**src/hdl/pwls_pkg.sv**
```systemverilog
// shared types and constants for the priority wait list select block
// no dependencies; imported by every module of the block
`timescale 1ns / 1ps

package pwls_pkg;

    localparam int LIST_DEPTH    = 16;
    localparam int PRIORITY_BITS = 8;

    localparam int TAG_W      = 8;
    localparam int FIELD_PR_W = 8;
    localparam int OCC_W      = 5;
    localparam int IDX_W      = $clog2(LIST_DEPTH);
    localparam int CNT_W      = $clog2(LIST_DEPTH + 1);
    localparam int CMP_W      = (PRIORITY_BITS > FIELD_PR_W) ? PRIORITY_BITS : FIELD_PR_W;
    localparam int OCC_EXT_W  = (CNT_W > OCC_W) ? CNT_W : OCC_W;

    localparam int IN_DATA_W  = 24;
    localparam int OUT_DATA_W = 24;
    localparam int OUT_USED_W = 1 + TAG_W + FIELD_PR_W + 1 + OCC_W;

    localparam logic MODE_INSERT  = 1'b0;
    localparam logic MODE_EXTRACT = 1'b1;

    typedef struct packed {
        logic [TAG_W-1:0]         tag;
        logic [PRIORITY_BITS-1:0] prio;
    } entry_t;

    typedef struct packed {
        logic             le;
        logic [CMP_W-1:0] bound;
    } cmp_res_t;

    typedef enum logic [1:0] {
        ST_IDLE,
        ST_SCAN,
        ST_COMPACT,
        ST_RESULT
    } state_t;

endpackage

```
**src/hdl/pwls_list_mem.sv**
```systemverilog
// wait list storage: one write port, one read port with registered read data
// depends on pwls_pkg
`timescale 1ns / 1ps

module pwls_list_mem
    import pwls_pkg::*;
(
    input  logic             aclk,
    input  logic             we,
    input  logic [IDX_W-1:0] waddr,
    input  entry_t           wdata,
    input  logic [IDX_W-1:0] raddr,
    output entry_t           rdata
);

    entry_t mem [LIST_DEPTH];
    entry_t rdata_reg;

    always_ff @(posedge aclk) begin
        if (we) begin
            mem[waddr] <= wdata;
        end
        rdata_reg <= mem[raddr];
    end

    assign rdata = rdata_reg;

endmodule

```
**src/hdl/pwls_cmp_unit.sv**
```systemverilog
// shared compare unit: one entry priority against the running bound per cycle
// depends on pwls_pkg
`timescale 1ns / 1ps

module pwls_cmp_unit
    import pwls_pkg::*;
(
    input  logic [PRIORITY_BITS-1:0] data_prio,
    input  logic [CMP_W-1:0]         bound,
    input  logic [FIELD_PR_W-1:0]    limit,
    input  logic                     first,
    output cmp_res_t                 res
);

    logic [CMP_W-1:0] data_ext;
    logic [CMP_W-1:0] eff_bound;

    always_comb begin
        data_ext  = CMP_W'(data_prio);
        // a zero limit means the oldest entry sets the bound
        eff_bound = (first && (limit == '0)) ? data_ext : bound;
        res.le    = (data_ext <= eff_bound);
        res.bound = res.le ? data_ext : eff_bound;
    end

endmodule

```
**src/hdl/priority_wait_list_select_top.sv**
```systemverilog
// priority wait list select: insert at tail, extract lowest priority within a bound
// sequence: an insert goes from accept to ST_RESULT, then to the registered m_axis_tvalid; an
// extract scans the held entries in ST_SCAN, shifts the entries past the pick down in ST_COMPACT
// (skipped if none is found), then ST_RESULT; throughput: one item at a time, s_axis_tready high
// only while idle; the single compare unit and the single list memory read port set the per-entry pace
// reset: aresetn (sync, active low) empties the list; stored entries are not cleared
`timescale 1ns / 1ps

module priority_wait_list_select_top
    import pwls_pkg::*;
(
    input  logic                  aclk,
    input  logic                  aresetn,
    input  logic                  s_axis_tvalid,
    output logic                  s_axis_tready,
    // [7:0] entry_tag, [15:8] entry_priority, [23:16] priority_limit
    input  logic [IN_DATA_W-1:0]  s_axis_tdata,
    // [0] mode
    input  logic [0:0]            s_axis_tuser,
    output logic                  m_axis_tvalid,
    input  logic                  m_axis_tready,
    // [0] found, [8:1] out_tag, [16:9] out_priority, [17] list_full, [22:18] occupancy
    output logic [OUT_DATA_W-1:0] m_axis_tdata
);

    state_t state_reg, state_next;

    logic [CNT_W-1:0]      cnt_reg, cnt_next;
    logic [CNT_W-1:0]      iss_reg, iss_next;
    logic                  rd_vld_reg, rd_vld_next;
    logic [IDX_W-1:0]      rd_idx_reg, rd_idx_next;
    logic [CMP_W-1:0]      bound_reg, bound_next;
    logic                  hit_reg, hit_next;
    logic [IDX_W-1:0]      pick_reg, pick_next;
    logic [TAG_W-1:0]      res_tag_reg, res_tag_next;
    logic [FIELD_PR_W-1:0] res_prio_reg, res_prio_next;
    logic                  found_reg, found_next;
    logic                  full_reg, full_next;
    logic [FIELD_PR_W-1:0] limit_reg, limit_next;
    logic                  m_valid_reg, m_valid_next;
    logic [OUT_DATA_W-1:0] m_data_reg, m_data_next;

    logic                  s_acc;
    logic                  in_mode;
    logic [TAG_W-1:0]      in_tag;
    logic [FIELD_PR_W-1:0] in_prio;
    logic [FIELD_PR_W-1:0] in_limit;
    logic                  list_is_full;
    logic                  issue_more;
    logic                  scan_last;
    logic                  hit_now;
    logic [IDX_W-1:0]      pick_now;
    logic                  out_free;
    logic [CMP_W-1:0]      in_prio_ext;
    logic [CMP_W-1:0]      rd_prio_ext;
    logic [OCC_EXT_W-1:0]  occ_ext;

    logic                  mem_we;
    logic [IDX_W-1:0]      mem_waddr;
    entry_t                mem_wdata;
    entry_t                mem_rdata;
    cmp_res_t              cmp_res;

    assign in_mode  = s_axis_tuser[0];
    assign in_tag   = s_axis_tdata[7:0];
    assign in_prio  = s_axis_tdata[15:8];
    assign in_limit = s_axis_tdata[23:16];

    assign s_axis_tready = (state_reg == ST_IDLE);
    assign s_acc         = s_axis_tvalid && s_axis_tready;
    assign m_axis_tvalid = m_valid_reg;
    assign m_axis_tdata  = m_data_reg;

    assign list_is_full = (cnt_reg == CNT_W'(LIST_DEPTH));
    assign issue_more   = (iss_reg < cnt_reg);
    assign scan_last    = rd_vld_reg && ((CNT_W'(rd_idx_reg) + CNT_W'(1)) == cnt_reg);
    assign hit_now      = hit_reg || (rd_vld_reg && cmp_res.le);
    assign pick_now     = (rd_vld_reg && cmp_res.le) ? rd_idx_reg : pick_reg;
    assign out_free     = !m_valid_reg || m_axis_tready;
    assign in_prio_ext  = CMP_W'(in_prio);
    assign rd_prio_ext  = CMP_W'(mem_rdata.prio);
    assign occ_ext      = OCC_EXT_W'(cnt_reg);

    pwls_list_mem u_mem (
        .aclk  (aclk),
        .we    (mem_we),
        .waddr (mem_waddr),
        .wdata (mem_wdata),
        .raddr (iss_reg[IDX_W-1:0]),
        .rdata (mem_rdata)
    );

    pwls_cmp_unit u_cmp (
        .data_prio (mem_rdata.prio),
        .bound     (bound_reg),
        .limit     (limit_reg),
        .first     (rd_idx_reg == '0),
        .res       (cmp_res)
    );

    // next state
    always_comb begin
        state_next = state_reg;
        unique case (state_reg)
            ST_IDLE: begin
                if (s_acc) begin
                    if (in_mode == MODE_INSERT || cnt_reg == '0) begin
                        state_next = ST_RESULT;
                    end else begin
                        state_next = ST_SCAN;
                    end
                end
            end
            ST_SCAN: begin
                if (scan_last) begin
                    state_next = hit_now ? ST_COMPACT : ST_RESULT;
                end
            end
            ST_COMPACT: begin
                if (!issue_more && !rd_vld_reg) begin
                    state_next = ST_RESULT;
                end
            end
            ST_RESULT: begin
                if (out_free) begin
                    state_next = ST_IDLE;
                end
            end
            default: state_next = ST_IDLE;
        endcase
    end

    // datapath control
    always_comb begin
        cnt_next      = cnt_reg;
        iss_next      = iss_reg;
        rd_vld_next   = 1'b0;
        rd_idx_next   = rd_idx_reg;
        bound_next    = bound_reg;
        hit_next      = hit_reg;
        pick_next     = pick_reg;
        res_tag_next  = res_tag_reg;
        res_prio_next = res_prio_reg;
        found_next    = found_reg;
        full_next     = full_reg;
        limit_next    = limit_reg;
        m_valid_next  = m_valid_reg && !m_axis_tready;
        m_data_next   = m_data_reg;
        mem_we        = 1'b0;
        mem_waddr     = cnt_reg[IDX_W-1:0];
        mem_wdata.tag  = in_tag;
        mem_wdata.prio = in_prio_ext[PRIORITY_BITS-1:0];

        unique case (state_reg)
            ST_IDLE: begin
                if (s_acc) begin
                    limit_next    = in_limit;
                    bound_next    = CMP_W'(in_limit);
                    iss_next      = '0;
                    hit_next      = 1'b0;
                    pick_next     = '0;
                    res_tag_next  = '0;
                    res_prio_next = '0;
                    found_next    = 1'b0;
                    full_next     = 1'b0;
                    if (in_mode == MODE_INSERT) begin
                        if (list_is_full) begin
                            full_next = 1'b1;
                        end else begin
                            mem_we     = 1'b1;
                            found_next = 1'b1;
                            cnt_next   = cnt_reg + CNT_W'(1);
                        end
                    end
                end
            end
            ST_SCAN: begin
                if (issue_more) begin
                    rd_vld_next = 1'b1;
                    rd_idx_next = iss_reg[IDX_W-1:0];
                    iss_next    = iss_reg + CNT_W'(1);
                end
                if (rd_vld_reg) begin
                    bound_next = cmp_res.bound;
                    if (cmp_res.le) begin
                        hit_next      = 1'b1;
                        pick_next     = rd_idx_reg;
                        res_tag_next  = mem_rdata.tag;
                        res_prio_next = rd_prio_ext[FIELD_PR_W-1:0];
                    end
                end
                if (scan_last && hit_now) begin
                    found_next = 1'b1;
                    // compaction starts reading just past the chosen entry
                    iss_next   = CNT_W'(pick_now) + CNT_W'(1);
                end
            end
            ST_COMPACT: begin
                if (issue_more) begin
                    rd_vld_next = 1'b1;
                    rd_idx_next = iss_reg[IDX_W-1:0];
                    iss_next    = iss_reg + CNT_W'(1);
                end
                if (rd_vld_reg) begin
                    mem_we    = 1'b1;
                    mem_waddr = rd_idx_reg - IDX_W'(1);
                    mem_wdata = mem_rdata;
                end
                if (!issue_more && !rd_vld_reg) begin
                    cnt_next = cnt_reg - CNT_W'(1);
                end
            end
            ST_RESULT: begin
                if (out_free) begin
                    m_valid_next = 1'b1;
                    m_data_next  = {(OUT_DATA_W - OUT_USED_W)'(0), occ_ext[OCC_W-1:0],
                                    full_reg, res_prio_reg, res_tag_reg, found_reg};
                end
            end
            default: begin
                m_valid_next = 1'b0;
            end
        endcase
    end

    always_ff @(posedge aclk) begin
        if (!aresetn) begin
            state_reg   <= ST_IDLE;
            cnt_reg     <= '0;
            rd_vld_reg  <= 1'b0;
            m_valid_reg <= 1'b0;
        end else begin
            state_reg   <= state_next;
            cnt_reg     <= cnt_next;
            rd_vld_reg  <= rd_vld_next;
            m_valid_reg <= m_valid_next;
        end
    end

    always_ff @(posedge aclk) begin
        iss_reg      <= iss_next;
        rd_idx_reg   <= rd_idx_next;
        bound_reg    <= bound_next;
        hit_reg      <= hit_next;
        pick_reg     <= pick_next;
        res_tag_reg  <= res_tag_next;
        res_prio_reg <= res_prio_next;
        found_reg    <= found_next;
        full_reg     <= full_next;
        limit_reg    <= limit_next;
        m_data_reg   <= m_data_next;
    end

endmodule

```
**config.mk**
```make
export PLATFORM = sky130hd
export DESIGN_NAME = priority_wait_list_select_top
export DESIGN_NICKNAME = d
export VERILOG_FILES = /design/src/hdl/pwls_pkg.sv /design/src/hdl/pwls_list_mem.sv /design/src/hdl/pwls_cmp_unit.sv /design/src/hdl/priority_wait_list_select_top.sv
export SDC_FILE = /design/constraint.sdc
export NUM_CORES = 1
export LEC_CHECK = 0
export BUFFER_PORTS_ARGS = -buffer_cell sky130_fd_sc_hd__buf_4
export CAP_MARGIN = 40
export CORE_ASPECT_RATIO = 0.9
export CORE_MARGIN = 3
export CORE_UTILIZATION = 60
export CTS_CLUSTER_DIAMETER = 100
export DETAILED_ROUTE_END_ITERATION = 8
export GPL_ROUTABILITY_DRIVEN = 1
export GPL_TIMING_DRIVEN = 0
export PLACE_DENSITY = 0.83
export SYNTH_ARGS = -nofsm -noshare
export SYNTH_HDL_FRONTEND = slang
export SYNTH_SLANG_ARGS = --single-unit
```
**constraint.sdc**
```tcl
create_clock -name aclk -period 7.4 [get_ports aclk]
set_clock_uncertainty 0.05 [all_clocks]
set_input_delay 0 -clock aclk [delete_from_list [all_inputs] [get_ports aclk]]
set_output_delay 0 -clock aclk [all_outputs]
set_load 0.005 [all_outputs]
```
==> impl_results.md <==
- Worst-Margin Slew: 924 ps
- RSZ-0062 raised after global routing: false
- Number of design rule violations left after detail routing: 0
- CTS clk-pin slew, worst paths: around 60 ps
- Die outline height: between 150 and 200 um
- Outcome: finished clean
- Setup-failing EPs final: 0
- Ratio of routed vias to standard cells: roughly 6.4
- Largest delay contributor family on the critical path: simple AND/OR/NAND/NOR gates
- H-tree levels: 2
- Largest stage delay on the critical path: ~530 ps
- Number of clock sinks: 352
- Starting density of the core: 0.618
- Dpl ws: 2460 ps
- Ratio of cells with drive above 1 in the final layout: 0.213
- Max-slew headroom: 0.384
- Worst min-delay path category: input port to register
- Data arrival time of the critical path: between 5000 and 6000 ps
- Cell Rows: 53
- Cell with the most instances after synthesis: sky130_fd_sc_hd__edfxtp_1
- Routed wire length per instance: between 20 and 25 um
- Fmax achieved: 199 MHz
- Max-cap violations: 0
- Number of cells upsized or downsized after cts: 0
- Clock tree from TritonCTS: yes
- P_leak: slightly below 6 nW
- Full die area: roughly 26000 um^2
- DRC marker count from the first detailed-route iteration: approximately 1.0k
- Total Negative Setup Slacks: 0 ps
- Top-level I/O count: between 50 and 60
- Buffer type at the clock tree root: sky130_fd_sc_hd__clkbuf_16
- Async set or reset register ratio after synthesis: 0
- Post-Synthesis Cells: around 900
- Cell with the largest stage delay on the worst path: sky130_fd_sc_hd__edfxtp_1
- Number of buffers and inverters on the critical path: 2
- Count of TritonRoute iterations in the first routing pass: 7
- Via count of the first global-routing pass: a little under 9k
- Register bit total from synthesis: approximately 350
- Total track usage: 0.263
- Register area share after synthesis: 0.708
- Pin count of the biggest net entering global routing: 17
- Kind of critical path: register to register
- Minimum clock period after layout: just over 5000 ps
- Critical-path cell list: inv_1 > ha_1 > nor4b_1 > nand3_1 > buf_2 > a21oi_1 > ha_1 > a211o_1 > a21oi_2 > nand4_1 > nand3_1 > o21ai_0 > ha_1 > nor2b_1 > o22ai_1 > nand3_1 > a311o_1
- Number of antenna diodes: 0
- Top fanout value on the critical path: 10
- Element type at the critical path start: register
- Portion of synthesized cell area occupied by the leading cell type: 0.673
- Total half-perimeter wirelength after legalization and detailed placement: around 23000 um
- Core Region: about 24000 um^2
- Number of pins exceeding their max-slew limit in the final report: 0
- Number of flip-flops in the largest register: 256
- Number of CTS-inserted buffers: 35
- IR Drop Worst-Case VDD: between 0.0002 and 0.00025 V
- Nets in the synthesized netlist: 960
- Input/output buffers: 53
- Area contributors post-synth: sky130_fd_sc_hd__edfxtp_1 (67%), sky130_fd_sc_hd__mux4_2 (4.9%), sky130_fd_sc_hd__mux2i_1 (4.2%)
- Via count: ~8.7k
- Post-synthesis cell type with the largest combined area: sky130_fd_sc_hd__edfxtp_1
- Synthesized area divided by synthesized cell count: about 16 um^2
- Maximum clock insertion buffer count: 3
- Layout overhead on the synthesized area: 16.5%
- Dominant register cell in the synthesized netlist: sky130_fd_sc_hd__edfxtp_1
- Util after Layout: 0.719
- Kind of end point of the critical path: register
- Later-pin clock latency in the skew report: around 500 ps
- Global-route wire length before repair: just over 50000 um
- Minimum setup slack in the final design: about 2400 ps
- Final estimated routing congestion in global placement: 0.887
- Worst hold slack: about 28 ps
- Summed instance area of the synthesized netlist: ~15000 um^2
- Number of warnings reported in the yosys synthesis log: 0
- Antenna violations before repair: 0
- EDFF count, synth: 327
- Post-synth top cells: sky130_fd_sc_hd__edfxtp_1 (327), sky130_fd_sc_hd__mux2i_1 (61), sky130_fd_sc_hd__nand2_1 (55)
- Critical Path RT: around 7600 ps
- Number of buffers inserted to repair setup after CTS: 0
- Leftover overflow at the end of global routing: 0
- Layout fillers: approximately 1.4k
- Antenna viol nets, final: 0
- Ratio of final minimum period to clock period: 0.680
- Wire length after detailed routing: ~34000 um
- Hold Violations, Final: 0
- Nets@finish: approximately 1.1k
- Die extent in x: between 150 and 200 um
- Ratio of total power to cell area: 380 nW/um^2
- Number of distinct standard cells referenced by the synthesized netlist: 62
[cell usage in the layout (no fill, tap or decap), drive strengths merged, types with 4 or more instances in the layout]
cell type / Yosys / final
dfxtp: 25 / 25
clkbuf: 28 / 74
clkinv: 0 / 12
o21ai: 52 / 52
xnor2: 9 / 9
edfxtp: 327 / 327
a22oi: 16 / 16
nand3: 12 / 12
and2: 23 / 23
mux2: 29 / 29
a21oi: 39 / 39
inv: 23 / 24
nor2: 38 / 38
or3: 5 / 5
o211ai: 4 / 4
mux2i: 61 / 61
nand2: 55 / 55
buf: 14 / 96
ha: 23 / 23
xor2: 6 / 6
a221oi: 16 / 16
nor2b: 10 / 10
nand4: 4 / 4
dlygate4sd3: 0 / 16
mux4: 32 / 32
nor3: 7 / 7
o21a: 4 / 4
[stage by stage]
step,instance area [um^2],total power (W),instances
CTS,17000,0.00644,1368
floorplan,14600,0.00408,907
global route,17000,0.00673,1368
global placement,15400,0.00463,1262
finish,17000,0.00645,1368
detailed placement,15800,0.00477,1291
[kinds of logic after synthesis]
logic type | after synthesis | synth area share
compound gates | 158 | 0.0716
xor+xnor | 16 | 0.0106
fa+ha+maj | 24 | 0.0211
buf+inv | 65 | 0.0187
flops | 352 | 0.708
mux | 122 | 0.114
other cells | 1 | 0.000257
simple gates | 169 | 0.0565
[layer usage]
metal | vias to the layer above | wire [um] | GRT usage
met2 | 547 | 15900 | 0.403
met1 | 4265 | 13100 | 0.370
met4 | 0 | 1200 | 0.102
met3 | 83 | 3710 | 0.0635
met5 | - | 0 | 0
li1 | 3814 | - | -
[worst paths after layout]
check,start,to,slack [ps],cells after the start
max,rd_idx_reg[0],iss_reg[2],2370,17
min,s_axis_tdata[4],u_mem.mem[7][12],30,2
max reg2reg,rd_idx_reg[0],iss_reg[2],2370,17
min reg2reg,res_tag_reg[2],m_axis_tdata[3],370,0
[cell type report]
class                      count  area [um^2]  area share
buffer                        42          186      0.0110
clock buffer                  46          958      0.0564
clock inverter                15          108     0.00634
inverter                      23         86.3     0.00508
multi-input combinational    490         4040       0.238
sequential                   352        10300       0.608
tap                          302          378      0.0222
timing repair buffer          98          911      0.0536
[power by group]
group	leakage, nW	switching, W	internal, W
combinational	2.12	0.00128	0.000815
sequential	3.20	0.000151	0.00255
clock	0.517	0.000708	0.000948
[repair_timing]
| item | CTS | global route |
|---|---|---|
| hold buffers | 16 | 0 |
| endpoints found under the hold margin | 49 | 0 |
| endpoints found under the setup margin | 0 | 0 |
(Power assumes the default switching activity.)
